==> src/rtl/srfc_pkg.sv <==
// Shared types, constants and the CRC-16 byte update for the sensor reply frame checker.
// No dependencies; every other file of the block imports this package.
package srfc_pkg;

    localparam logic [15:0] CRC_INIT   = 16'hFFFF;
    localparam logic [15:0] CRC_POLY   = 16'hA001;
    localparam logic [7:0]  FUNC_RESET = 8'h03;
    localparam logic [7:0]  LEN_RESET  = 8'h02;

    // Configuration register indexes.
    localparam logic [7:0] CFG_EXP_FUNCTION = 8'd0;
    localparam logic [7:0] CFG_EXP_LENGTH   = 8'd1;

    // Position of a byte inside the six-byte reply frame.
    localparam logic [2:0] BYTE_FUNC   = 3'd0;
    localparam logic [2:0] BYTE_LEN    = 3'd1;
    localparam logic [2:0] BYTE_HUM_HI = 3'd2;
    localparam logic [2:0] BYTE_HUM_LO = 3'd3;
    localparam logic [2:0] BYTE_CRC_LO = 3'd4;
    localparam logic [2:0] BYTE_CRC_HI = 3'd5;

    typedef enum logic [1:0] {
        ST_OK   = 2'd0,
        ST_FUNC = 2'd1,
        ST_LEN  = 2'd2,
        ST_CRC  = 2'd3
    } status_t;

    typedef struct packed {
        logic [7:0] exp_function;
        logic [7:0] exp_length;
    } cfg_t;

    typedef struct packed {
        logic [15:0] humidity;
        status_t     status;
    } result_t;

    // One byte of a reflected CRC-16, unrolled over its eight bit steps.
    function automatic logic [15:0] crc_byte(input logic [15:0] crc_in, input logic [7:0] b);
        logic [15:0] c;
        c = crc_in ^ {8'h00, b};
        for (int k = 0; k < 8; k++) begin
            if (c[0])
            begin
                c = (c >> 1) ^ CRC_POLY;
            end
            else
            begin
                c = c >> 1;
            end
        end
        return c;
    endfunction

endpackage

==> src/rtl/srfc_cfg_regs.sv <==
// Configuration registers of the sensor reply frame checker: expected function and length.
// Depends on srfc_pkg.
module srfc_cfg_regs (
    input  logic          clk,
    input  logic          rst_n,
    input  logic          cfg_valid,
    input  logic [7:0]    cfg_index,
    input  logic [7:0]    cfg_data,
    output srfc_pkg::cfg_t cfg
);
    import srfc_pkg::*;

    cfg_t cfg_reg;
    cfg_t cfg_next;

    always_comb
    begin
        cfg_next = cfg_reg;
        if (cfg_valid)
        begin
            unique case (cfg_index)
                CFG_EXP_FUNCTION: cfg_next.exp_function = cfg_data;
                CFG_EXP_LENGTH:   cfg_next.exp_length   = cfg_data;
                default:          cfg_next = cfg_reg;
            endcase
        end
    end

    always_ff @(posedge clk or negedge rst_n)
    begin
        if (!rst_n)
        begin
            cfg_reg.exp_function <= FUNC_RESET;
            cfg_reg.exp_length   <= LEN_RESET;
        end
        else
        begin
            cfg_reg <= cfg_next;
        end
    end

    assign cfg = cfg_reg;

endmodule

==> src/rtl/srfc_frame_core.sv <==
// Frame tracking of the sensor reply frame checker: byte count, CRC, captured fields, verdict.
// Depends on srfc_pkg.
module srfc_frame_core (
    input  logic             clk,
    input  logic             rst_n,
    input  logic             advance,
    input  logic [7:0]       rx_byte,
    input  logic             frame_start,
    input  srfc_pkg::cfg_t   cfg,
    output logic             res_valid,
    output srfc_pkg::result_t res
);
    import srfc_pkg::*;

    logic [2:0]  idx_reg,      idx_next;
    logic [15:0] crc_reg,      crc_next;
    logic [7:0]  func_reg,     func_next;
    logic [7:0]  len_reg,      len_next;
    logic [15:0] hum_reg,      hum_next;
    logic [7:0]  crc_lo_reg,   crc_lo_next;

    logic [2:0]  idx_eff;
    logic [15:0] crc_got;
    status_t     st;

    // A start flag forces byte zero; unused index codes fall into the default arm.
    assign idx_eff = frame_start ? BYTE_FUNC : idx_reg;
    assign crc_got = {rx_byte, crc_lo_reg};

    always_comb
    begin
        if (func_reg != cfg.exp_function)
        begin
            st = ST_FUNC;
        end
        else if (len_reg != cfg.exp_length)
        begin
            st = ST_LEN;
        end
        else if (crc_got != crc_reg)
        begin
            st = ST_CRC;
        end
        else
        begin
            st = ST_OK;
        end
    end

    always_comb
    begin
        idx_next    = idx_reg;
        crc_next    = crc_reg;
        func_next   = func_reg;
        len_next    = len_reg;
        hum_next    = hum_reg;
        crc_lo_next = crc_lo_reg;
        res_valid   = 1'b0;
        res.humidity = (st == ST_OK) ? hum_reg : 16'h0000;
        res.status   = st;
        if (advance)
        begin
            case (idx_eff)
                BYTE_LEN:
                begin
                    crc_next = crc_byte(crc_reg, rx_byte);
                    len_next = rx_byte;
                    idx_next = BYTE_HUM_HI;
                end
                BYTE_HUM_HI:
                begin
                    crc_next = crc_byte(crc_reg, rx_byte);
                    hum_next = {rx_byte, 8'h00};
                    idx_next = BYTE_HUM_LO;
                end
                BYTE_HUM_LO:
                begin
                    crc_next = crc_byte(crc_reg, rx_byte);
                    hum_next = {hum_reg[15:8], rx_byte};
                    idx_next = BYTE_CRC_LO;
                end
                BYTE_CRC_LO:
                begin
                    crc_lo_next = rx_byte;
                    idx_next    = BYTE_CRC_HI;
                end
                BYTE_CRC_HI:
                begin
                    res_valid = 1'b1;
                    crc_next  = CRC_INIT;
                    idx_next  = BYTE_FUNC;
                end
                default:
                begin
                    crc_next  = crc_byte(CRC_INIT, rx_byte);
                    func_next = rx_byte;
                    idx_next  = BYTE_LEN;
                end
            endcase
        end
    end

    always_ff @(posedge clk or negedge rst_n)
    begin
        if (!rst_n)
        begin
            idx_reg    <= BYTE_FUNC;
            crc_reg    <= CRC_INIT;
            func_reg   <= 8'h00;
            len_reg    <= 8'h00;
            hum_reg    <= 16'h0000;
            crc_lo_reg <= 8'h00;
        end
        else
        begin
            idx_reg    <= idx_next;
            crc_reg    <= crc_next;
            func_reg   <= func_next;
            len_reg    <= len_next;
            hum_reg    <= hum_next;
            crc_lo_reg <= crc_lo_next;
        end
    end

endmodule

==> src/rtl/srfc_out_reg.sv <==
// Result register of the sensor reply frame checker, decoupling the output handshake.
// Depends on srfc_pkg.
module srfc_out_reg (
    input  logic              clk,
    input  logic              rst_n,
    input  logic              load,
    input  srfc_pkg::result_t res,
    output logic              space,
    output logic              m_tvalid,
    input  logic              m_tready,
    output logic [23:0]       m_tdata
);
    import srfc_pkg::*;

    logic    valid_reg, valid_next;
    result_t data_reg,  data_next;

    // Room for a new result when empty or when the held one leaves this cycle.
    assign space = !valid_reg || m_tready;

    always_comb
    begin
        valid_next = valid_reg;
        data_next  = data_reg;
        if (load)
        begin
            valid_next = 1'b1;
            data_next  = res;
        end
        else if (m_tready)
        begin
            valid_next = 1'b0;
        end
    end

    always_ff @(posedge clk or negedge rst_n)
    begin
        if (!rst_n)
        begin
            valid_reg <= 1'b0;
        end
        else
        begin
            valid_reg <= valid_next;
        end
    end

    always_ff @(posedge clk)
    begin
        data_reg <= data_next;
    end

    assign m_tvalid = valid_reg;
    assign m_tdata  = {6'b000000, data_reg.status, data_reg.humidity};

endmodule

==> src/rtl/sensor_reply_frame_check_unit.sv <==
// Top level of the sensor reply frame checker: stream ports, config port, submodules.
// Depends on srfc_pkg, srfc_cfg_regs, srfc_frame_core and srfc_out_reg.
// Each result is registered; m_tvalid rises the cycle after its sixth frame byte is taken.
// Throughput: one byte per cycle outside input stalls, set by the unrolled CRC byte update.
// Input stalls only while a held result is not taken by the downstream side.
// Reset (rst_n low, asynchronous) restores expected function 3, length 2, and byte zero.
module sensor_reply_frame_check_unit (
    input  logic        clk,
    input  logic        rst_n,
    // Input bytes of the reply frame.
    input  logic        s_tvalid,
    output logic        s_tready,
    input  logic [7:0]  s_tdata,   // [7:0] rx_byte
    input  logic        s_tuser,   // [0] frame_start
    // Frame results.
    output logic        m_tvalid,
    input  logic        m_tready,
    output logic [23:0] m_tdata,   // [15:0] humidity, [17:16] status, [23:18] zero
    // Configuration writes; always accepted.
    input  logic        cfg_valid,
    output logic        cfg_ready,
    input  logic [7:0]  cfg_index,
    input  logic [7:0]  cfg_data
);
    import srfc_pkg::*;

    cfg_t    cfg;
    result_t res;
    logic    res_valid;
    logic    space;
    logic    advance;

    assign cfg_ready = 1'b1;
    assign s_tready  = space;
    // A byte is taken whenever the result register has room for what it may produce.
    assign advance   = s_tvalid && space;

    srfc_cfg_regs u_cfg (
        .clk       (clk),
        .rst_n     (rst_n),
        .cfg_valid (cfg_valid),
        .cfg_index (cfg_index),
        .cfg_data  (cfg_data),
        .cfg       (cfg)
    );

    srfc_frame_core u_core (
        .clk         (clk),
        .rst_n       (rst_n),
        .advance     (advance),
        .rx_byte     (s_tdata),
        .frame_start (s_tuser),
        .cfg         (cfg),
        .res_valid   (res_valid),
        .res         (res)
    );

    srfc_out_reg u_out (
        .clk      (clk),
        .rst_n    (rst_n),
        .load     (res_valid),
        .res      (res),
        .space    (space),
        .m_tvalid (m_tvalid),
        .m_tready (m_tready),
        .m_tdata  (m_tdata)
    );

endmodule

==> config.mk <==
export PLATFORM = sky130hd
export DESIGN_NAME = sensor_reply_frame_check_unit
export DESIGN_NICKNAME = d
export VERILOG_FILES = /design/src/rtl/srfc_pkg.sv /design/src/rtl/srfc_cfg_regs.sv /design/src/rtl/srfc_frame_core.sv /design/src/rtl/srfc_out_reg.sv /design/src/rtl/sensor_reply_frame_check_unit.sv
export SDC_FILE = /design/constraint.sdc
export NUM_CORES = 1
export LEC_CHECK = 0
export ABC_AREA = 0
export BUFFER_PORTS_ARGS = -buffer_cell sky130_fd_sc_hd__buf_2
export CELL_PAD_IN_SITES_DETAIL_PLACEMENT = 1
export CELL_PAD_IN_SITES_GLOBAL_PLACEMENT = 2
export CORE_ASPECT_RATIO = 0.7
export CORE_UTILIZATION = 39
export DETAILED_ROUTE_END_ITERATION = 10
export PLACE_DENSITY = 0.91
export SYNTH_ARGS = -nofsm -noshare
export SYNTH_HDL_FRONTEND = slang
export SYNTH_HIERARCHICAL = 1
export SYNTH_SLANG_ARGS = --single-unit
==> constraint.sdc <==
create_clock -name clk -period 2.4 [get_ports clk]
set_input_delay 0 -clock clk [delete_from_list [all_inputs] [get_ports clk]]
set_output_delay 0 -clock clk [all_outputs]
set_load 0.005 [all_outputs]
### After elaboration in Yosys (flattened, before gate mapping)

Cells that the tools add are included.

| operators by class | value |
|---|---|
| eq/ne operators | 9 |
| bitwise gates (word level) | 35 |
| mux-type cells | 97 |
| reductions and logical operators | 16 |

Operators with widths:

| cell | count |
|---|---|
| $mux 16 | 86 |
| $not 2->3 | 30 |
| $pmux 16 s5 | 1 |
| $pmux 16 s2 | 1 |
| $ne 16x16->1 | 1 |
| $ne 8x8->1 | 2 |
| $not 8->16 | 1 |
| $xor 16x8->16 | 1 |
| $pmux 3 s5 | 1 |
| $reduce_and 2->1 | 7 |
| $eq 8x1->1 const B | 1 |
| $logic_not 8->1 | 1 |
| $eq 3x2->1 const B | 2 |
| $eq 3x3->1 const B | 2 |
| $mux 2 | 3 |
| $reduce_or 5->1 | 1 |
| $mux 1 | 4 |
| $reduce_bool 2->1 | 2 |
| $eq 3x1->1 const B | 1 |
| $mux 3 | 1 |
| $not 1->1 | 3 |
| $reduce_and 3->1 | 1 |
| $logic_not 2->1 | 1 |
| $logic_and 1x1->1 | 1 |
| 2 further kinds | 2 |

| storage, ports and cells | value |
|---|---|
| output and inout bits | 27 |
| input bits | 30 |
| bits in registers | 94 |
| logic and storage cells | 169 |

### Longest topological paths before layout

Gate-level depths: netlist of run 1.

| depth | value |
|---|---|
| word-level depth | 32 |
| mapped depth | 7 |
| mapped depth without buffers | 6 |

### Cells and area by module

The synthesis of run 1 kept the hierarchy.

By module, submodules not included:

| module | times used | area each (um^2) | seq. area each (um^2) | cells an instance |
|---|---|---|---|---|
| srfc_frame_core | 1 | 3326.9 | 1496.4 | 309 |
| srfc_cfg_regs | 1 | 663.1 | 404.1 | 38 |
| srfc_out_reg | 1 | 636.9 | 565.5 | 28 |
| sensor_reply_frame_check_unit | 1 | 17.5 | 0.0 | 3 |

### Worst setup path before layout of run 1

OpenSTA, ideal clock, no wires.

| timing | value |
|---|---|
| kind | reg2reg |
| from | register u_out.valid_reg (netlist: u_out/m_tvalid) |
| to | register u_out.data_reg (netlist bit u_out/m_tdata[0]) (enable) |
| arrival | 1661 ps |
| clock period less this slack | 2038 ps |
| required time | 2024 ps |
| library setup time | 376 ps |
| path slack | 362 ps |
| cell stages (with the launch flop) | 6 |
| path buffers | 1 |
| path through | dfrtp_1 nand2b_4 and2_1 clkbuf_1 nor2b_1 and3_1 |

| between the ends | value |
|---|---|
| cells in the longest elaborated chain, start to end | 4 |

Ends and longest elaborated chain:

| item | RTL line | text |
|---|---|---|
| from (decl) | srfc_out_reg.sv:15 | `logic valid_reg, valid_next;` |
| from (signal assigned) | srfc_out_reg.sv:44 | `valid_reg <= valid_next;` |
| $logic_not 1->1 | srfc_out_reg.sv:19 | `assign space = !valid_reg \|\| m_tready;` |
| $logic_or 1x1->1 | srfc_out_reg.sv:19 |  |
| named net s_tready | sensor_reply_frame_check_unit.sv:12 | `output logic s_tready,` |
| $logic_and 1x1->1 | sensor_reply_frame_check_unit.sv:36 | `assign advance = s_tvalid && space;` |
| named net advance | sensor_reply_frame_check_unit.sv:31 | `logic advance;` |
| $mux 1 | srfc_frame_core.sv:61 | `if (advance)` |
| named net res_valid | sensor_reply_frame_check_unit.sv:29 | `logic res_valid;` |
| to (signal assigned) | srfc_out_reg.sv:50 | `data_reg <= data_next;` |
| to (decl) | srfc_out_reg.sv:16 | `result_t data_reg, data_next;` |

The timed path passes the listed nets, and every way through them passes these cells.
A chain may end at the register's enable or synchronous reset.

### Worst setup path after layout of run 1

| timing | value |
|---|---|
| from | register u_core.crc_reg[5] |
| to | register u_core.crc_reg[0] |

| between the ends | value |
|---|---|
| cells in the longest elaborated chain, start to end | 25 |
| elaborated cells on any way between the ends | 69 |
| classes of those cells | mux (65); bitwise (4) |

Ends and longest elaborated chain:

| item | RTL line | text |
|---|---|---|
| from (decl) | srfc_frame_core.sv:16 | `logic [15:0] crc_reg, crc_next;` |
| from (signal assigned) | srfc_frame_core.sv:117 | `crc_reg <= crc_next;` |
| $xor 16x8->16 (*) | srfc_pkg.sv:42 | `c = crc_in ^ {8'h00, b};` |
| $mux 16 (*) | srfc_pkg.sv:44 | `if (c[0])` |
| $mux 16 | srfc_frame_core.sv:63 | `case (idx_eff)` |
| $mux 16 | srfc_frame_core.sv:61 |  |
| $mux 16 | srfc_pkg.sv:44 |  |
| $mux 16 | srfc_frame_core.sv:63 |  |
| $mux 16 | srfc_frame_core.sv:61 |  |
| $mux 16 | srfc_pkg.sv:44 |  |
| [9 not listed] | - |  |
| $mux 16 | srfc_pkg.sv:44 |  |
| $mux 16 | srfc_frame_core.sv:63 |  |
| $mux 16 | srfc_frame_core.sv:61 |  |
| $mux 16 | srfc_pkg.sv:44 |  |
| $mux 16 | srfc_frame_core.sv:63 |  |
| $mux 16 | srfc_frame_core.sv:61 |  |
| $mux 16 | srfc_pkg.sv:44 |  |
| $pmux 16 s5 (*) | srfc_frame_core.sv:63 |  |

Mark *: on every way between the ends. The rest lies on a longest branch, timed or not. The select of a mux whose other input is x is not followed.

==> impl_metrics.yaml, run 1 <==
floorplan:
  core-area_sq_um: 11300
  row_count: 32
  die_h_um: 93.3
  pin_count: 57
  start_util: 0.411
  die_w_um: 132
  die_area_sq_um: 12400
worst_setup_path:
  r2r-end: "u_core/crc_reg[0]"
  reg2reg_slack_ns: 0.27
  worstPathMaxFanout: 4
  arrival_ns: 2.40
  crit_required_ns: 2.67
  reg2reg_depth: 5
  worstSetupEndpointType: "register"
  reg2reg_from: "u_core/crc_reg[5]"
  critPathKind: "reg -> reg"
  cp-start-kind: "register"
timing:
  hold_violations: 0
  tightestPinTransition_ns: 0.978
  hold_slack_ns: 0.0372
  max_freq_mhz: 471
  relSlewSlack: 0.348
  drv_slew: 0
  tns_ns: 0
  finalCriticalPeriod_ns: 2.13
  fin_crit_sh: 0.886
  rsz0062_at_grt: "false"
  fin_skew_ns: 0.0112
  setup_viol_count_final: 0
placement:
  dp.final_hpwl_um: 7970
  port_buffers: 49
  dp.cells: 569
  routabilityCongestion: 0.814
detailed_routing:
  drt_wl_total_um: 11700
  drt-vias-per-instance: 5.22
  drtPass1Iterations: 4
  wl_per_cell_um: 19.6
  vias: 3121
  drt_iter0_markers: 159
  drtAntennaViolNets: 0
  drcViolationCount: 0
global_routing:
  grtUsageTotal: 0.205
  grt_overflow_total: 0
  grt_max_degree: 77
  grt.met2_usage: 0.356
  antenna_found_initial: 1
  grt_pass1_vias: 3388
  grt.busiest_layer: "met2"
  grt_pass1_wl_um: 18700
  gr-usage-met3: 0.0547
  gr-usage-met1: 0.257
logic_synthesis:
  synth_edf_count: 18
  async_flop_share: 0.809
  syn_inst: 378
  ys_warn_count: 6
  yosys_most_used_dff: "dfrtp_1"
  yosysMostFrequentCell: "dfrtp_1"
  synth-seq-area-share: 0.531
  synth_seq_cells: 94
  ys_types: 52
  synth_common_cells: "57 x dfrtp_1, 40 x mux2_2, 37 x xor2_1"
  synth.top_cell.area_share: 0.307
  synth_area_sq_um: 4640
  ys_top_cells_by_area: "dfrtp_1 31%, edfxtp_1 12%, dfstp_2 11%"
  syn_avg_cell_area_sq_um: 12.3
  yosysTopAreaCell: "dfrtp_1"
final_layout:
  drive_gt1_frac: 0.345
  layoutNonFillerInstCount: 598
  largest_reg_flops: 18
  area.growth.synth_to_final_pct: 17.2
  fin_nets: 469
clock_network:
  postCtsSetupRepairBufs: 0
  clock_path_buffers: 2
  clock_latency_ns: 0.35
  cts_made_buffers: 9
  cts-hold-fix-buffers: 12
  cts_root_buf: "clkbuf_16"
  cts_resized: 0
  cts_sinks: 94
  clk_pin_slew_ns: 0.07
  cts_tree: "built"
  h-tree-depth: 3
hold_path:
  hold_end: "u_core/hum_reg[6]"
  hold_depth: 3
  hold_class: "in -> reg"
  worstHoldStart: "s_tdata[6]"
power_and_ir_drop:
  power_mw: 5.25
  p_leak_nw: 2.44
  vdd_drop_max_v: 0.000520
  power_density_nw_per_um2: 964
outcome:
  outcome: "complete, no violations"
job:
  drv_cap: 0
[through the flow]
stage	area (sq um)	worst slack, ns	utilization
floorplan	4660	0.362	-
global placement	5020	0.387	0.445
detailed placement	5020	0.287	0.445
CTS	5440	0.262	0.482
global route	5440	0.128	0.482
finish	5440	0.275	0.482
[layout make-up]
cell class              instances  area (sq um)
clock buffers                   9           225
well taps                     153           191
flip-flops and latches         94          2470
multi-input cells             257          2010
diodes                          1          2.50
repair buffers                 73           458
fillers                      1240          5850
clock inverters                 7          72.6
inverters                       4          15.0
[worst max-delay path by stage]
stage	cells after the start	endpoint	from
global route	6	u_core/func_reg[3]	u_out/m_tvalid
global placement	5	u_core/crc_reg[0]	u_core/crc_reg[4]
floorplan	5	u_out/m_tdata[0]	u_out/m_tvalid
detailed placement	6	u_core/func_reg[6]	u_out/m_tvalid
CTS	6	u_core/func_reg[6]	u_out/m_tvalid
finish	5	u_core/crc_reg[0]	u_core/crc_reg[5]
[routing by layer]
metal / vias up / wire length [um]
met2: 99 / 5700
met1: 1598 / 5230
li1: 1415 / -
met3: 9 / 709
met4: 0 / 88
met5: - / 0
[logic make-up after synthesis]
| family | after synthesis | synth area share |
|---|---|---|
| flip-flops | 94 | 0.531 |
| AND/OR/NAND/NOR | 90 | 0.101 |
| XOR/XNOR | 63 | 0.135 |
| multiplexers | 49 | 0.125 |
| AO/OA/AOI/OAI | 48 | 0.0668 |
| buffers and inverters | 32 | 0.0396 |
| other | 2 | 0.00162 |
[placed cells by master, fill, tap and decap left out, types with 7 or more instances in the layout]
cell type / synthesis / layout
and2_1: 17 / 17
buf_4: 10 / 13
mux2_2: 40 / 40
mux2_4: 8 / 8
o21ai_0: 15 / 15
xnor2_1: 20 / 20
a21oi_1: 9 / 9
dfrtp_1: 57 / 57
conb_1: 2 / 7
buf_2: 2 / 48
edfxtp_1: 18 / 18
dlygate4sd3_1: 0 / 12
nand2_1: 26 / 26
xor2_1: 37 / 37
nor4_1: 8 / 8
dfstp_2: 19 / 19
nor2_1: 15 / 15
clkbuf_16: 0 / 9
[worst max-delay path, cell delays in order, from the launching register on]
cell and delay [ns]:
dfstp_2 0.58, xor2_1 0.28, xnor2_1 0.19, xnor3_2 0.42, xnor3_1 0.38, a41oi_2 0.20
[where the power goes]
part           total, mW  internal, mW  leakage [nW]  switching, mW
clock               1.42         0.735         0.143          0.681
combinational       1.45         0.780          1.20          0.673
sequential          2.38          2.06          1.10          0.321
Power figures use the tool's default switching activity.
==> run 2, diff against run 1 <==
--- a/config.mk
+++ b/config.mk
@@ -15,5 +15,4 @@
 export PLACE_DENSITY = 0.91
 export SYNTH_ARGS = -nofsm -noshare
 export SYNTH_HDL_FRONTEND = slang
-export SYNTH_HIERARCHICAL = 1
 export SYNTH_SLANG_ARGS = --single-unit
==> run 2 against run 1 <==
  * Setup slack worse by 0.22 ns
  * Core utilization decreased by 0.48 points
  * Synthesized area is 1.9% lower
  * Routed wire length down 6.9%
  * Register-to-register slack worse by 0.22 ns
  * Non-clock buffer count down 3
  * Clock power about the same
  * Critical endpoint is now u_core.crc_reg[0]
  * Largest cell class unchanged
==> impl_metrics.yaml, run 2 <==
logic_synthesis:
  ys_top_cells_by_area: "dfrtp_1 31%, edfxtp_1 12%, mux2_2 12%"
  ys_warn_count: 0
  syn_avg_cell_area_sq_um: 12.0
  synth-seq-area-share: 0.541
  async_flop_share: 0.809
  yosysMostFrequentCell: "dfrtp_1"
  synth.top_cell.area_share: 0.313
  yosys_most_used_dff: "dfrtp_1"
  synth_edf_count: 18
  ys_types: 43
  yosysTopAreaCell: "dfrtp_1"
  syn_inst: 381
  synth_seq_cells: 94
  synth_common_cells: "57 x dfrtp_1, 48 x mux2_2, 39 x nand2_1"
  synth_area_sq_um: 4560
final_layout:
  fin_nets: 467
  final_cell_area_sq_um: 5350
  diodes: 0
  num-fill-cells: 1233
  final_common_cell: "dfrtp_1"
  multi_input_area_sq_um: 1960
  most-common-layout-cells: "57 x dfrtp_1, 49 x buf_2, 48 x mux2_2"
  drive_gt1_frac: 0.330
  largest_reg_flops: 18
  area.growth.synth_to_final_pct: 17.4
  layoutNonFillerInstCount: 595
  seqCellArea_sq_um: 2470
clock_network:
  cts_tree: "built"
  clock_path_buffers: 2
  cts_made_buffers: 9
  postCtsSetupRepairBufs: 0
  cts_sinks: 94
  clock_latency_ns: 0.35
  cts_root_buf: "clkbuf_16"
  h-tree-depth: 3
  clk_pin_slew_ns: 0.07
worst_setup_path:
  crit_buf_inv: 0
  r2r-end: "u_core.crc_reg[0]"
  arrival_ns: 2.61
  max_stage_delay_ns: 0.57
  cp_slowest_cell: "dfstp_2"
  crit_required_ns: 2.67
  worstPathMaxFanout: 4
  cp-start-kind: "register"
  reg2reg_depth: 5
  reg2reg_from: "u_core.crc_reg[4]"
  critPathKind: "reg -> reg"
  reg2reg_slack_ns: 0.06
  crit_family: "XOR/XNOR gates"
  worstSetupEndpointType: "register"
  cp_common_cell: "xor3_1"
  crit_chain: "xor3_2 -> xor3_1 -> xnor3_1 -> xor3_1 -> a21oi_1"
detailed_routing:
  drcViolationCount: 0
  drtAntennaViolNets: 0
  wl_per_cell_um: 18.4
  drt_iter0_markers: 132
  drt-vias-per-instance: 5.10
  drtPass1Iterations: 5
  vias: 3033
  drt_wl_total_um: 10900
timing:
  tightestPinTransition_ns: 0.781
  max_freq_mhz: 427
  setup_viol_count_final: 0
  rsz0062_at_grt: "false"
  hold_violations: 0
  fin_crit_sh: 0.975
  drv_slew: 0
  finalCriticalPeriod_ns: 2.34
  relSlewSlack: 0.476
  tns_ns: 0
  fin_skew_ns: 0.00996
placement:
  dp.final_hpwl_um: 7700
  port_buffers: 49
  post_dp_cell_area_sq_um: 4960
  routabilityCongestion: 0.838
  dp.cells: 569
floorplan:
  start_util: 0.406
  pin_count: 57
  die_h_um: 92.4
  die_area_sq_um: 12100
  row_count: 32
  die_w_um: 131
  core-area_sq_um: 11200
power_and_ir_drop:
  p_leak_nw: 2.42
  vdd_drop_max_v: 0.000430
  power_mw: 5.16
  power_density_nw_per_um2: 964
outcome:
  outcome: "complete, no violations"
hold_path:
  hold_end: "u_core.hum_reg[7]"
  hold_depth: 3
  hold_class: "in -> reg"
  worstHoldStart: "s_tdata[7]"
global_routing:
  grt_max_degree: 48
  grt_pass1_vias: 3241
  grtUsageTotal: 0.196
  grt_pass1_wl_um: 18000
  grt_overflow_total: 0
  antenna_found_initial: 0
job:
  drv_cap: 0
## run 2: changes by cell type after synthesis, sizes merged, moves of 3 or more
cell / change
nor2: -5
a21o: -3
o21ai: +10
xnor2: -4
nand2: +13
a21oi: -5
## run 2: worst max path at each step
stage                      start                 to  cells past startpoint
4_1_cts        u_core.crc_reg[4]  u_core.crc_reg[0]                      5
3_5_place_dp   u_core.crc_reg[4]  u_core.crc_reg[0]                      5
3_3_place_gp   u_core.crc_reg[4]  u_core.crc_reg[0]                      5
2_1_floorplan  u_core.crc_reg[4]  u_core.crc_reg[0]                      5
5_1_grt        u_core.crc_reg[5]   u_out.m_tdata[0]                      6
6_report       u_core.crc_reg[4]  u_core.crc_reg[0]                      5
## run 2: through the flow
stage / hold slack, ns / setup WS [ns] / util
after CTS: 0.00889 / 0.0728 / 0.477
after floorplan: -0.296 / 0.254 / -
after detailed placement: 0.113 / 0.104 / 0.443
after global routing: 0.0271 / 0.00386 / 0.477
final: 0.0186 / 0.0597 / 0.477
after global placement: 0.107 / 0.173 / 0.443
## run 2: kinds of logic after synthesis
logic type / synth area share
simple gates: 0.108
flops: 0.541
xor+xnor: 0.135
mux: 0.119
compound gates: 0.0612
buf+inv: 0.0349
other cells: 0.00165
## run 2: where the power goes
part,internal (mW),switching [mW]
Sequential,2.07,0.315
Clock,0.724,0.662
Combinational,0.755,0.628
## run 2: worst reg2reg max path, cell delays in order (launching register included)
cell     delay [ns]
dfstp_2        0.57
xor3_2         0.48
xor3_1         0.41
xnor3_1        0.32
xor3_1         0.33
a21oi_1        0.16
## run 2: repair_timing
item / 4_1_cts / 5_1_grt
resized for setup: 0 / 0
hold buffers: 10 / 0
hold endpoints to repair: 39 / 0
## run 2: routing by layer
| metal | track usage | up-vias | wire [um] |
|---|---|---|---|
| met3 | 0.0482 | 14 | 500 |
| met4 | 0.0549 | 0 | 136 |
| li1 | - | 1409 | - |
| met5 | 0 | - | 0 |
| met1 | 0.258 | 1538 | 5180 |
| met2 | 0.323 | 72 | 5110 |
## run 2: layout make-up
type                    instances  area share
clock buffers                   9      0.0421
flip-flops and latches         94       0.461
inverters                       2     0.00140
multi-input cells             260       0.365
well taps                     153      0.0358
repair buffers                 70      0.0823
clock inverters                 7      0.0122
==> run 3, diff against run 2 <==
--- a/config.mk
+++ b/config.mk
@@ -10,6 +10,7 @@
 export CELL_PAD_IN_SITES_DETAIL_PLACEMENT = 1
 export CELL_PAD_IN_SITES_GLOBAL_PLACEMENT = 2
 export CORE_ASPECT_RATIO = 0.7
+export CORE_MARGIN = 2
 export CORE_UTILIZATION = 39
 export DETAILED_ROUTE_END_ITERATION = 10
 export PLACE_DENSITY = 0.91
==> run 3 against run 2 <==
  * Global-route usage down 0.99 points
  * First-iteration DRC count rose by 13%
  * Die area increased by 3.7%
  * Final cell count increased by 0.50%
  * Routed wire length increased by 2.2%
  * Register-to-register slack better by 0.19 ns
  * Sequential share of layout area is 0.68 points lower
  * Critical path depth unchanged
  * Critical path type unchanged
==> impl_metrics.yaml, run 3 (synthesized netlist as in run 2, its figures left out) <==
placement:
  port_buffers: 49
  routabilityCongestion: 0.825
  dp.final_hpwl_um: 7980
  post_dp_cell_area_sq_um: 4980
  pre_cts_ws_ns: 0.0899
  dp.cells: 571
timing:
  setup_viol_count_final: 0
  drv_slew: 0
  tightestPinTransition_ns: 0.765
  hold_slack_ns: 0.0398
  tns_ns: 0
  hold_violations: 0
  fin_crit_sh: 0.894
  rsz0062_at_grt: "false"
  finalCriticalPeriod_ns: 2.15
  relSlewSlack: 0.490
  setup_slack_ns: 0.254
  fin_skew_ns: 0.00746
  max_freq_mhz: 466
clock_network:
  clock_latency_ns: 0.34
  clk_pin_slew_ns: 0.07
  clock_path_buffers: 2
  h-tree-depth: 3
  cts_tree: "built"
  cts_sinks: 94
  cts_made_buffers: 9
  cts_root_buf: "clkbuf_16"
worst_setup_path:
  max_stage_delay_ns: 0.65
  worstSetupEndpointType: "register"
  crit_buf_inv: 0
  crit_required_ns: 2.63
  cp_slowest_cell: "or4_1"
  cp-start-kind: "register"
  worstPathMaxFanout: 9
  arrival_ns: 2.38
  reg2reg_from: "u_out.m_tvalid"
  critPathKind: "reg -> reg"
  crit_family: "simple AND/OR/NAND/NOR gates"
  r2r-end: "u_core.len_reg[4]"
  reg2reg_depth: 5
  reg2reg_slack_ns: 0.25
  crit_chain: "nand2b_1 -> and2_0 -> nand2_1 -> or4_1 -> mux2_2"
floorplan:
  die_area_sq_um: 12600
  start_util: 0.406
  core-area_sq_um: 11200
  row_count: 32
  pin_count: 57
  die_h_um: 94.4
  die_w_um: 133
power_and_ir_drop:
  p_leak_nw: 2.46
  p_seq_frac: 0.433
  power_density_nw_per_um2: 1010
  combPwrFrac: 0.264
  vdd_drop_max_v: 0.000423
  power_mw: 5.51
  clkPwrFrac: 0.303
  p_int_mw: 3.90
  p_sw_frac: 0.291
  switchingPower_mw: 1.60
final_layout:
  layoutNonFillerInstCount: 598
  drive_gt1_frac: 0.335
  largest_reg_flops: 18
  final_common_cell: "dfrtp_1"
  most-common-layout-cells: "57 x dfrtp_1, 49 x buf_2, 48 x mux2_2"
  final_cell_area_sq_um: 5430
  area.growth.synth_to_final_pct: 19.2
  diodes: 0
  final_core_util: 0.484
  fin_nets: 470
detailed_routing:
  wl_per_cell_um: 18.7
  drt-vias-per-instance: 5.14
  drt_wl_total_um: 11200
  drcViolationCount: 0
  vias: 3072
  drtPass1Iterations: 4
  drtAntennaViolNets: 0
  drt_iter0_markers: 149
global_routing:
  grt_overflow_total: 0
  grt_pass1_vias: 3248
  antenna_found_initial: 0
  grt_pass1_wl_um: 17600
  grtUsageTotal: 0.187
  grt_max_degree: 48
hold_path:
  hold_end: "u_core.hum_reg[7]"
  worstHoldStart: "s_tdata[7]"
  hold_depth: 3
  hold_class: "in -> reg"
job:
  drv_cap: 0
outcome:
  outcome: "complete, no violations"
run 3: cell types whose count changed in the layout (fill, tap and decap cells not counted):
| cell | change |
|---|---|
| inv_6 | -2 |
| buf_4 | +3 |
| clkbuf_1 | +1 |
| clkinv_2 | -1 |
| xnor3_2 | +1 |
| clkinvlp_4 | +1 |
| xnor3_1 | -1 |
| clkinv_8 | -1 |
| inv_8 | +1 |
| bufinv_16 | +3 |
| clkinv_4 | -2 |
run 3: tightest hold or removal path: cells and delay by family:
kind / cells / cell delay (ns)
AOI/OAI and AO/OA: 1 / 0.07
buffers and inverters: 1 / 0.18
and+or+nand+nor: 1 / 0.08
run 3: power groups by stage:
stage	clock, mW	combinational (mW)	sequential [mW]
after floorplan	0	1.09	2.30
after global placement	0	1.29	2.38
after detailed placement	0	1.37	2.41
after CTS	1.69	1.40	2.38
after global routing	1.75	1.60	2.43
final	1.67	1.45	2.38
run 3: layout make-up:
type | count | area (sq um)
clock buffers | 10 | 229
flip-flops and latches | 94 | 2470
multi-input cells | 260 | 1960
well taps | 153 | 191
clock inverters | 6 | 118
repair buffers | 73 | 463
fillers | 1191 | 5780
inverters | 2 | 7.51
run 3: worst max-delay path by stage:
stage / start / to / slack [ns] / cells after the start
after detailed placement: u_core.crc_reg[4] / u_core.crc_reg[0] / 0.09 / 5
after global routing: u_core.crc_reg[10] / u_out.m_tdata[0] / 0.11 / 6
final: u_out.m_tvalid / u_core.len_reg[4] / 0.25 / 5
after floorplan: u_core.crc_reg[4] / u_core.crc_reg[0] / 0.25 / 5
after global placement: u_core.crc_reg[4] / u_core.crc_reg[0] / 0.16 / 5
after CTS: u_core.crc_reg[4] / u_core.crc_reg[0] / 0.05 / 5
run 3: repair_timing:
item                       CTS  global route
resized for setup            0             1
buffers inserted             0             1
hold buffers                10             0
setup endpoints to repair    0             1
hold endpoints to repair    39             0
run 3: layer usage:
metal,share of wire,vias up,GRT usage
li1,-,1416,-
met1,0.48,1569,0.251
met2,0.47,75,0.311
met3,0.041,12,0.0424
met4,0.011,0,0.0443
met5,0,-,0
